==> src/hw/rtl/lpsd_pkg.sv <==
// Package: types, widths and codes of the length-prefixed section deframer.
`timescale 1ns / 1ps

package lpsd_pkg;

  localparam int DATA_W = 8;   // one stream byte
  localparam int LEN_W  = 64;  // widest section length
  localparam int LCNT_W = 4;   // length bytes still to come (0..8)
  localparam int KIND_W = 2;
  localparam int IDX_W  = 2;   // configuration register index

  // Length byte counts announced by the three markers
  localparam logic [LCNT_W-1:0] LEN_BYTES_TWO   = 4'd2;
  localparam logic [LCNT_W-1:0] LEN_BYTES_FOUR  = 4'd4;
  localparam logic [LCNT_W-1:0] LEN_BYTES_EIGHT = 4'd8;

  // Marker reset values
  localparam logic [DATA_W-1:0] MARKER_TWO_RST   = 8'd253;
  localparam logic [DATA_W-1:0] MARKER_FOUR_RST  = 8'd254;
  localparam logic [DATA_W-1:0] MARKER_EIGHT_RST = 8'd255;

  // Configuration register indexes
  localparam logic [IDX_W-1:0] CFG_MARKER_TWO   = 2'd0;
  localparam logic [IDX_W-1:0] CFG_MARKER_FOUR  = 2'd1;
  localparam logic [IDX_W-1:0] CFG_MARKER_EIGHT = 2'd2;

  // Result kinds
  localparam logic [KIND_W-1:0] KIND_PAYLOAD   = 2'd0;
  localparam logic [KIND_W-1:0] KIND_EMPTY     = 2'd1;
  localparam logic [KIND_W-1:0] KIND_TRUNCATED = 2'd2;

  typedef enum logic [1:0] {
    PH_HEADER  = 2'd0,
    PH_LENGTH  = 2'd1,
    PH_PAYLOAD = 2'd2
  } phase_t;

  typedef struct packed {
    logic [DATA_W-1:0] two;
    logic [DATA_W-1:0] four;
    logic [DATA_W-1:0] eight;
  } markers_t;

  typedef struct packed {
    logic              emit;
    logic [DATA_W-1:0] byte_out;
    logic [KIND_W-1:0] kind;
    logic              section_last;
    logic              buffer_end;
  } result_t;

endpackage

==> src/hw/rtl/length_prefixed_section_deframer_top.sv <==
// Length-prefixed section deframer: top level with input register and marker registers.
//
// Takes one byte per cycle (in_tlast marks the buffer's final byte) and splits the buffer
// into sections. A header byte equal to a marker register is followed by a 2-, 4- or
// 8-byte big-endian length; any other header byte is the length itself. Payload bytes
// come out with out_tlast on the last byte of a section; a zero-length section gives one
// empty-section item; a buffer that ends inside a header or payload gives one truncated
// item, after which downstream should drop that buffer's sections. Marker headers and
// length bytes give no output item. Throughput is one byte per cycle while the output
// is not stalled; each result passes the input register, then the result register. The
// loop that sets the rate is the state update of the phase and the 64-bit remaining-length
// counter. Configuration must be written only while idle; the block itself does not enforce it.
`timescale 1ns / 1ps

module length_prefixed_section_deframer_top
  import lpsd_pkg::*;
(
  input  logic              clk,
  input  logic              rst_n,
  // input stream
  input  logic              in_tvalid,
  output logic              in_tready,
  input  logic [DATA_W-1:0] in_tdata,   // [7:0] byte_in
  input  logic              in_tlast,   // buffer_last
  // result stream
  output logic              out_tvalid,
  input  logic              out_tready,
  output logic [DATA_W-1:0] out_tdata,  // [7:0] byte_out
  output logic              out_tlast,  // section_last
  output logic [2:0]        out_tuser,  // [1:0] kind, [2] buffer_end
  // configuration write port
  input  logic              cfg_we,
  input  logic [IDX_W-1:0]  cfg_idx,
  input  logic [DATA_W-1:0] cfg_wdata
);

  logic              in_valid_r, in_valid_nxt;
  logic [DATA_W-1:0] in_byte_r;
  logic              in_last_r;
  logic              advance;
  logic              in_acc;
  markers_t          markers_r;
  result_t           res;

  // Register item moves on when the result register can take it
  assign advance   = in_valid_r && (!out_tvalid || out_tready);
  assign in_tready = !in_valid_r || advance;
  assign in_acc    = in_tvalid && in_tready;

  always_comb begin
    in_valid_nxt = in_valid_r;
    if (in_acc) begin
      in_valid_nxt = 1'b1;
    end else if (advance) begin
      in_valid_nxt = 1'b0;
    end
  end

  always_ff @(posedge clk) begin
    if (!rst_n) begin
      in_valid_r <= 1'b0;
    end else begin
      in_valid_r <= in_valid_nxt;
    end
  end

  always_ff @(posedge clk) begin
    if (in_acc) begin
      in_byte_r <= in_tdata;
      in_last_r <= in_tlast;
    end
  end

  // Marker registers; writes to unused indexes are ignored
  always_ff @(posedge clk) begin
    if (!rst_n) begin
      markers_r.two   <= MARKER_TWO_RST;
      markers_r.four  <= MARKER_FOUR_RST;
      markers_r.eight <= MARKER_EIGHT_RST;
    end else if (cfg_we) begin
      case (cfg_idx)
        CFG_MARKER_TWO:   markers_r.two   <= cfg_wdata;
        CFG_MARKER_FOUR:  markers_r.four  <= cfg_wdata;
        CFG_MARKER_EIGHT: markers_r.eight <= cfg_wdata;
        default: ;
      endcase
    end
  end

  lpsd_core u_core (
    .clk     (clk),
    .rst_n   (rst_n),
    .step    (advance),
    .in_byte (in_byte_r),
    .in_last (in_last_r),
    .markers (markers_r),
    .res     (res)
  );

  lpsd_out_reg u_out (
    .clk        (clk),
    .rst_n      (rst_n),
    .load       (advance),
    .res        (res),
    .out_tready (out_tready),
    .out_tvalid (out_tvalid),
    .out_tdata  (out_tdata),
    .out_tlast  (out_tlast),
    .out_tuser  (out_tuser)
  );

endmodule

==> src/hw/rtl/lpsd_core.sv <==
// Deframer state (phase, length byte count, remaining length) and per-item result logic.
`timescale 1ns / 1ps

module lpsd_core
  import lpsd_pkg::*;
(
  input  logic              clk,
  input  logic              rst_n,
  input  logic              step,      // registered item is consumed this cycle
  input  logic [DATA_W-1:0] in_byte,
  input  logic              in_last,
  input  markers_t          markers,
  output result_t           res
);

  phase_t             phase_r, phase_nxt;
  logic [LCNT_W-1:0]  len_left_r, len_left_nxt;
  logic [LEN_W-1:0]   remain_r, remain_nxt;
  logic [LCNT_W-1:0]  len_left_dec;

  // Length byte count after this length byte, saturating at zero
  assign len_left_dec = (len_left_r != '0) ? (len_left_r - 4'd1) : '0;

  // Next state and result for the registered item
  always_comb begin
    phase_nxt        = phase_r;
    len_left_nxt     = len_left_r;
    remain_nxt       = remain_r;
    res              = '0;
    res.buffer_end   = in_last;
    case (phase_r)
      PH_LENGTH: begin
        remain_nxt   = {remain_r[LEN_W-DATA_W-1:0], in_byte};
        len_left_nxt = len_left_dec;
        if (len_left_dec == '0) begin
          if (remain_nxt == '0) begin
            res.emit         = 1'b1;
            res.kind         = KIND_EMPTY;
            res.section_last = 1'b1;
            phase_nxt        = PH_HEADER;
          end else begin
            phase_nxt = PH_PAYLOAD;
          end
        end
      end
      PH_PAYLOAD: begin
        res.emit     = 1'b1;
        res.kind     = KIND_PAYLOAD;
        res.byte_out = in_byte;
        if (remain_r[LEN_W-1:1] == '0) begin
          res.section_last = 1'b1;
          remain_nxt       = '0;
          phase_nxt        = PH_HEADER;
        end else begin
          remain_nxt = remain_r - 64'd1;
        end
      end
      default: begin
        // header byte; the unused phase code behaves the same
        phase_nxt  = PH_HEADER;
        remain_nxt = '0;
        if (in_byte == markers.two) begin
          len_left_nxt = LEN_BYTES_TWO;
          phase_nxt    = PH_LENGTH;
        end else if (in_byte == markers.four) begin
          len_left_nxt = LEN_BYTES_FOUR;
          phase_nxt    = PH_LENGTH;
        end else if (in_byte == markers.eight) begin
          len_left_nxt = LEN_BYTES_EIGHT;
          phase_nxt    = PH_LENGTH;
        end else if (in_byte == '0) begin
          res.emit         = 1'b1;
          res.kind         = KIND_EMPTY;
          res.section_last = 1'b1;
        end else begin
          remain_nxt = {{(LEN_W-DATA_W){1'b0}}, in_byte};
          phase_nxt  = PH_PAYLOAD;
        end
      end
    endcase

    // Buffer ends with a header or payload still open
    if (in_last && (phase_nxt != PH_HEADER)) begin
      res.emit         = 1'b1;
      res.kind         = KIND_TRUNCATED;
      res.byte_out     = '0;
      res.section_last = 1'b1;
      phase_nxt        = PH_HEADER;
      len_left_nxt     = '0;
      remain_nxt       = '0;
    end
  end

  // State registers
  always_ff @(posedge clk) begin
    if (!rst_n) begin
      phase_r    <= PH_HEADER;
      len_left_r <= '0;
      remain_r   <= '0;
    end else if (step) begin
      phase_r    <= phase_nxt;
      len_left_r <= len_left_nxt;
      remain_r   <= remain_nxt;
    end
  end

endmodule

==> src/hw/rtl/lpsd_out_reg.sv <==
// Result register: holds one result item until the downstream side takes it.
`timescale 1ns / 1ps

module lpsd_out_reg
  import lpsd_pkg::*;
(
  input  logic              clk,
  input  logic              rst_n,
  input  logic              load,       // core consumed an item this cycle
  input  result_t           res,
  input  logic              out_tready,
  output logic              out_tvalid,
  output logic [DATA_W-1:0] out_tdata,
  output logic              out_tlast,
  output logic [2:0]        out_tuser
);

  logic              valid_r, valid_nxt;
  logic [DATA_W-1:0] byte_r;
  logic [KIND_W-1:0] kind_r;
  logic              sl_r;
  logic              be_r;

  // A load only happens when the register is empty or being drained
  always_comb begin
    valid_nxt = valid_r;
    if (load) begin
      valid_nxt = res.emit;
    end else if (out_tready) begin
      valid_nxt = 1'b0;
    end
  end

  always_ff @(posedge clk) begin
    if (!rst_n) begin
      valid_r <= 1'b0;
    end else begin
      valid_r <= valid_nxt;
    end
  end

  // Payload, no reset
  always_ff @(posedge clk) begin
    if (load && res.emit) begin
      byte_r <= res.byte_out;
      kind_r <= res.kind;
      sl_r   <= res.section_last;
      be_r   <= res.buffer_end;
    end
  end

  assign out_tvalid = valid_r;
  assign out_tdata  = byte_r;
  assign out_tlast  = sl_r;
  assign out_tuser  = {be_r, kind_r};

endmodule

==> config.mk <==
export PLATFORM = sky130hd
export DESIGN_NAME = length_prefixed_section_deframer_top
export DESIGN_NICKNAME = d
export VERILOG_FILES = /design/src/hw/rtl/lpsd_pkg.sv /design/src/hw/rtl/length_prefixed_section_deframer_top.sv /design/src/hw/rtl/lpsd_core.sv /design/src/hw/rtl/lpsd_out_reg.sv
export SDC_FILE = /design/constraint.sdc
export NUM_CORES = 1
export LEC_CHECK = 0
export BUFFER_PORTS_ARGS = -buffer_cell sky130_fd_sc_hd__buf_2
export CELL_PAD_IN_SITES_DETAIL_PLACEMENT = 2
export CELL_PAD_IN_SITES_GLOBAL_PLACEMENT = 2
export CORE_UTILIZATION = 40
export DETAILED_ROUTE_END_ITERATION = 8
export GPL_TIMING_DRIVEN = 0
export PLACE_DENSITY_LB_ADDON = 0.1
export SLEW_MARGIN = 20
export SYNTH_ARGS = -nofsm -noshare
export SYNTH_HDL_FRONTEND = slang
export SYNTH_SLANG_ARGS = --single-unit
==> constraint.sdc <==
create_clock -name clk -period 6.7 [get_ports clk]
set_input_delay 1.675 -clock clk [delete_from_list [all_inputs] [get_ports clk]]
set_output_delay 1.675 -clock clk [all_outputs]
set_load 0.02 [all_outputs]
---- After elaboration in Yosys (flattened, before gate mapping) ----
Index checks and enable logic that the tools add are counted.
word-level totals
  register bits after elaboration ......... 117
  output and inout port bits .............. 14
  logic and storage cells ................. 91
  bits of input ports ..................... 24
cells by class
  bitwise operators ....................... 1
  eq/ne operators ......................... 8
  $add $sub $neg .......................... 2
  mux-type cells .......................... 43
  reduce and logical (&&, ||, !) cells .... 23
operators by type and width
  kind                                                                   number
  64-bit two-way mux                                                     5
  64-bit case mux with 2 select lines                                    1
  64-bit logical NOT                                                     1
  64-bit by 1-bit subtractor with 64-bit output, second input constant   1
  63-bit logical NOT                                                     1
  8-bit equality test                                                    3
  2-bit two-way mux                                                      10
  4-bit two-way mux                                                      5
  8-bit two-way mux                                                      2
  12-bit two-way mux                                                     1
  3-bit two-way mux                                                      4
  1-bit two-way mux                                                      11
  8-bit logical NOT                                                      1
  4-bit case mux with 2 select lines                                     1
  3-bit case mux with 2 select lines                                     1
  2-bit AND reduction                                                    3
  2-bit nonzero test                                                     3
  5-bit nonzero test                                                     1
  2-bit by 1-bit equality test with 1-bit output, second input constant  2
  2-bit equality test, second input constant                             2
  1-bit logical AND                                                      4
  4-bit logical NOT                                                      1
  2-bit case mux with 2 select lines                                     1
  4-bit nonzero test                                                     1
  9 further kinds                                                        11

---- Longest topological paths before layout ----
  depth in word-level cells ............... 10
  depth in mapped cells ................... 14
  gate-level depth less buffers ........... 11

---- Hierarchy ----
From an unflattened synthesis, not the netlist that was laid out.
second synthesis, totals
  cells, all modules ...................... 781
  area total of the unflattened synthesis .. 6702.7 sq um
modules (own cells, without submodules)
  module                                cells each  times used  seq. area each (sq um)  area each (sq um)
  lpsd_core                             656         1           1401.3                  4974.8
  length_prefixed_section_deframer_top  108         1           770.7                   1316.3
  lpsd_out_reg                          17          1           380.4                   411.6

---- Worst setup path after synthesis ----
Ideal clock, no wire load.
  path type ............................... input to output
  from .................................... in out_tready
  to ...................................... out in_tready
  path buffers ............................ 0
  setup slack ............................. 3036 ps
  arrival ................................. 1989 ps
  data required time ...................... 5025 ps
  stages on the path ...................... 2
  cells stage by stage .................... nor2b_1 > nand2_1
between the ends
  cells in the longest elaborated chain, start to end .. 3
ends and longest elaborated chain
  element            RTL line                                    RTL
  from (decl)        length_prefixed_section_deframer_top.sv:27  input logic out_tready,
  1-bit logical OR   length_prefixed_section_deframer_top.sv:46  assign advance = in_valid_r && (!out_tvalid || out_tready);
  1-bit logical AND  length_prefixed_section_deframer_top.sv:46
  1-bit logical OR   length_prefixed_section_deframer_top.sv:47  assign in_tready = !in_valid_r || advance;
  to (decl)          length_prefixed_section_deframer_top.sv:22  output logic in_tready,
No other way between the ends.

---- Final worst setup path ----
  from .................................... reg u_core.phase_r[1]
  to ...................................... reg u_out.byte_r[2], in the netlist u_out.out_tdata[2], enable pin
between the ends
  cells in the longest elaborated chain, start to end .. 6
  elaborated cells between the ends (all ways) .. 10
  those cells by class .................... 2 x eq/ne; 5 x mux; 3 x reduce/logical
ends and longest elaborated chain
  element                                            RTL line            RTL
  from (decl)                                        lpsd_core.sv:16     phase_t phase_r, phase_nxt;
  from (signal assigned)                             lpsd_core.sv:101    phase_r <= phase_nxt;
  2-bit equality test, or another cell as far along  lpsd_core.sv:31     case (phase_r)
  2-bit case mux with 2 select lines                 lpsd_core.sv:31
  2-bit nonzero test                                 lpsd_core.sv:83     if (in_last && (phase_nxt != PH_HEADER)) begin
  1-bit logical AND                                  lpsd_core.sv:83
  12-bit two-way mux (*)                             lpsd_core.sv:83
  1-bit logical AND (*)                              lpsd_out_reg.sv:44  if (load && res.emit) begin
  to (signal assigned)                               lpsd_out_reg.sv:45  byte_r <= res.byte_out;
  to (decl)                                          lpsd_out_reg.sv:19  logic [DATA_W-1:0] byte_r;
Mark *: on every way between the ends. The rest lies on a longest branch, timed or not.
A chain may end at the register's enable or synchronous reset.

==> metrics.md <==
| Metric | Value |
|---|---|
| Mean post-synth cell area | 8.04 um2 |
| GRT busiest layer | met2 |
| Worst Hold Class | register to register |
| Die Y | 130 um |
| Vias per inst | 6.37 |
| Area contributors post-synth | dfxtp_1 (29%), edfxtp_1 (9.6%), nand2_1 (7.6%) |
| Syn. warnings | 0 |
| Initial antenna violation count | 0 |
| # IOs | 38 |
| Pwr Density | 259 mW/mm2 |
| Fmax | 0.231 GHz |
| Mapped Nets | 843 |
| Leading area contributor after synthesis | dfxtp_1 |
| DRT Wirelength | 28900 um |
| Cell Rows | 46 |
| Worst-path maximum fanout | 12 |
| CTS resizes | 0 |
| Largest net degree at the start of global routing | 17 |
| RSZ-0062 raised after global routing | false |
| Nets | 899 |
| Post-CTS Hold Buffers | 0 |
| P_leak | 2.89 nW |
| GR Util met2 | 62.9% |
| Post-synth top area share | 29.3% |
| DR pass1 iterations | 8 |
| Most frequent cells in the layout | nand2_1 (133), dfxtp_1 (96), clkbuf_1 (59) |
| GRT Util Overall | 35.6% |
| First-pass GRT wire length | 43900 um |
| Fin util | 47.7% |
| Worst slew pin tran | 1.12 ns |
| Most common cell after layout, fill and taps aside | nand2_1 |
| Root Driver | clkbuf_16 |
| WP data arrival | 4.39 ns |
| Relative slew slack | 25.3% |
| Routed len/inst | 26.3 um |
| DP Area | 0.00701 mm2 |
| GRT overflow | 0 |
| Outcome | complete, no violations |
| Placer Congestion | 0.880 |
| Initial Utilization | 41.1% |
| Hold Vio Cnt, Final | 0 |
| Mapped Area | 0.00655 mm2 |
| Sequential area share after synthesis | 38.9% |
| Fin area | 0.00760 mm2 |
| Vias in the first global route | 7652 |
| Met3 Use GR | 7.46% |
| Worst skew pair latency | 0.44 ns |
| Die width | 130 um |
| Worst VDD drop | 0.195 mV |
| Final Skew | 0.0116 ns |
| Finish-stage setup viols | 0 |
| Area of the die | 0.0169 mm2 |
| Period utilization | 64.5% |
| Share of layout cells above drive strength 1 | 10.4% |
| Async S/R FF share, synth | 0% |
| Worst Path Required | 6.76 ns |
| ANT cells | 0 |
| Top_reg_cell synth | dfxtp_1 |
| Post-route ant nets | 0 |
| CTS sink cnt | 117 |
| Via count | 7010 |
| Port Buf Inserts | 37 |
| H-tree depth | 4 |
| Yosys reg bits | 117 |
| Dpl hpwl | 19700 um |
| EDFF count, synth | 21 |
| Clock Path Buffers | 2 |
| Max-slew violations | 0 |
| Post-CTS Setup Bufs | 0 |
| CTS buffer count | 17 |
| Routing usage on met1 | 38.6% |
| Setup_tns | 0 ns |
| Reg-to-reg slack, setup | 2.38 ns |
| Unique masters post-synth | 62 |
| Core Area | 0.0159 mm2 |
| Post-Synthesis Cells | 815 |
| DRT iter0 DRCs | 445 |
| Drt drc | 0 |
| Maxcap violations | 0 |
| Clock period minus final worst setup slack | 4.32 ns |
| Area Overhead vs Synth | 16.0% |
| CP endpoint kind | register |
| Clk slew on worst S/H paths | 0.07 ns |
| Setup crit start kind | register |
| CP Class | register to register |
| CTS tree | built |
-- final cells by class --
| cell class | instances | area [um2] |
|---|---|---|
| timing repair buffer | 37 | 185 |
| tap | 216 | 270 |
| inverter | 12 | 45.0 |
| buffer | 66 | 268 |
| clock inverter | 14 | 153 |
| sequential | 117 | 2550 |
| multi-input combinational | 620 | 3700 |
| clock buffer | 18 | 429 |
| fill | 1790 | 8340 |
-- through the flow --
stage / hold slack [ns] / worst slack, ns / total power (W) / std cells
after detailed placement: 0.451 / 2.31 / 0.00103 / 1068
after CTS: 0.461 / 2.49 / 0.00197 / 1100
after floorplan: 0.429 / 3.04 / 0.000937 / 815
after global routing: 0.474 / 2.27 / 0.00202 / 1100
after global placement: 0.436 / 2.31 / 0.00101 / 1068
final: 0.473 / 2.38 / 0.00197 / 1100
-- synth_stat cells (2+ instances only) --
| cell | instances |
|---|---|
| buf_4 | 2 |
| o22ai_1 | 4 |
| o31ai_1 | 16 |
| and3_1 | 9 |
| nor3_1 | 38 |
| a22oi_1 | 32 |
| ha_1 | 4 |
| and3b_1 | 2 |
| a31oi_1 | 7 |
| buf_2 | 4 |
| nand2b_1 | 3 |
| nand3b_1 | 4 |
| or2_2 | 5 |
| or4_1 | 7 |
| xnor2_1 | 17 |
| a32o_1 | 3 |
| a21o_1 | 2 |
| nand3_1 | 47 |
| and2_1 | 4 |
| or3_1 | 12 |
| a22o_1 | 4 |
| a211o_1 | 2 |
| a211oi_1 | 5 |
| nor2_1 | 47 |
| and4_1 | 4 |
| xor2_1 | 48 |
| nor4_1 | 33 |
| clkbuf_1 | 58 |
| edfxtp_1 | 21 |
| nand2_1 | 133 |
| a222oi_1 | 3 |
| dfxtp_1 | 96 |
| nand4_1 | 9 |
| a41o_1 | 2 |
| nand4b_1 | 2 |
| o21ai_0 | 44 |
| o211ai_1 | 3 |
| inv_2 | 2 |
| nor2b_1 | 2 |
| a21oi_1 | 25 |
| o2bb2ai_1 | 11 |
| a32oi_1 | 11 |
| inv_1 | 9 |
-- power by group --
| group | internal (W) | switching (W) | total [W] |
|---|---|---|---|
| Sequential | 0.000731 | 0.0000122 | 0.000744 |
| Combinational | 0.0000893 | 0.000197 | 0.000286 |
| Clock | 0.000551 | 0.000387 | 0.000937 |
-- state kept, by name, summed over array words and instances (netlist names) --
| register | flops |
|---|---|
| u_core.remain_r | 64 |
| markers_r | 24 |
| in_byte_r | 8 |
| u_out.out_tdata | 8 |
| u_core.len_left_r | 4 |
| u_core.phase_r | 2 |
| u_out.kind_r | 2 |
| in_last_r | 1 |
| in_valid_r | 1 |
| u_out.be_r | 1 |
| u_out.out_tlast | 1 |
| u_out.out_tvalid | 1 |
-- layer usage --
| layer | wire length, um | up-vias |
|---|---|---|
| met5 | 0 | - |
| met2 | 14800 | 273 |
| met1 | 11200 | 3543 |
| li1 | - | 3093 |
| met3 | 1430 | 101 |
| met4 | 1450 | 0 |
-- critical path, stage by stage, from the launching register on --
cell and delay (ns):
dfxtp_1 0.36, inv_1 0.11, ha_1 0.14, clkbuf_1 0.45, clkinv_1 0.48, nor2_1 0.32
o21ai_0 0.12, a31oi_1 0.25, a221oi_2 0.08, a21bo_1 0.21, buf_4 0.17, inv_2 0.14
buf_2 0.29, nor2_1 0.14, a21oi_2 0.66
-- final timing paths --
path	from	end	depth (start not counted)
worst max-delay path	u_core.phase_r[1]	u_out.out_tdata[2]	14
worst min-delay path	u_core.remain_r[62]	u_core.remain_r[62]	2
worst max register to register	u_core.phase_r[1]	u_out.out_tdata[2]	14
worst min register to register	u_core.remain_r[62]	u_core.remain_r[62]	2
-- logic make-up (layout without fill, tap and decap cells) --
kind of cell / count (synthesis) / count (layout) / share of synthesized area, %
flip-flops: 117 / 117 / 38.9
adder cells (fa/ha/maj): 4 / 4 / 0.764
AO/OA/AOI/OAI: 183 / 183 / 19.2
buffers and inverters: 78 / 147 / 4.77
AND/OR/NAND/NOR: 368 / 368 / 27.6
XOR/XNOR: 65 / 65 / 8.69
Note: power is estimated with default switching activity, not from simulation.
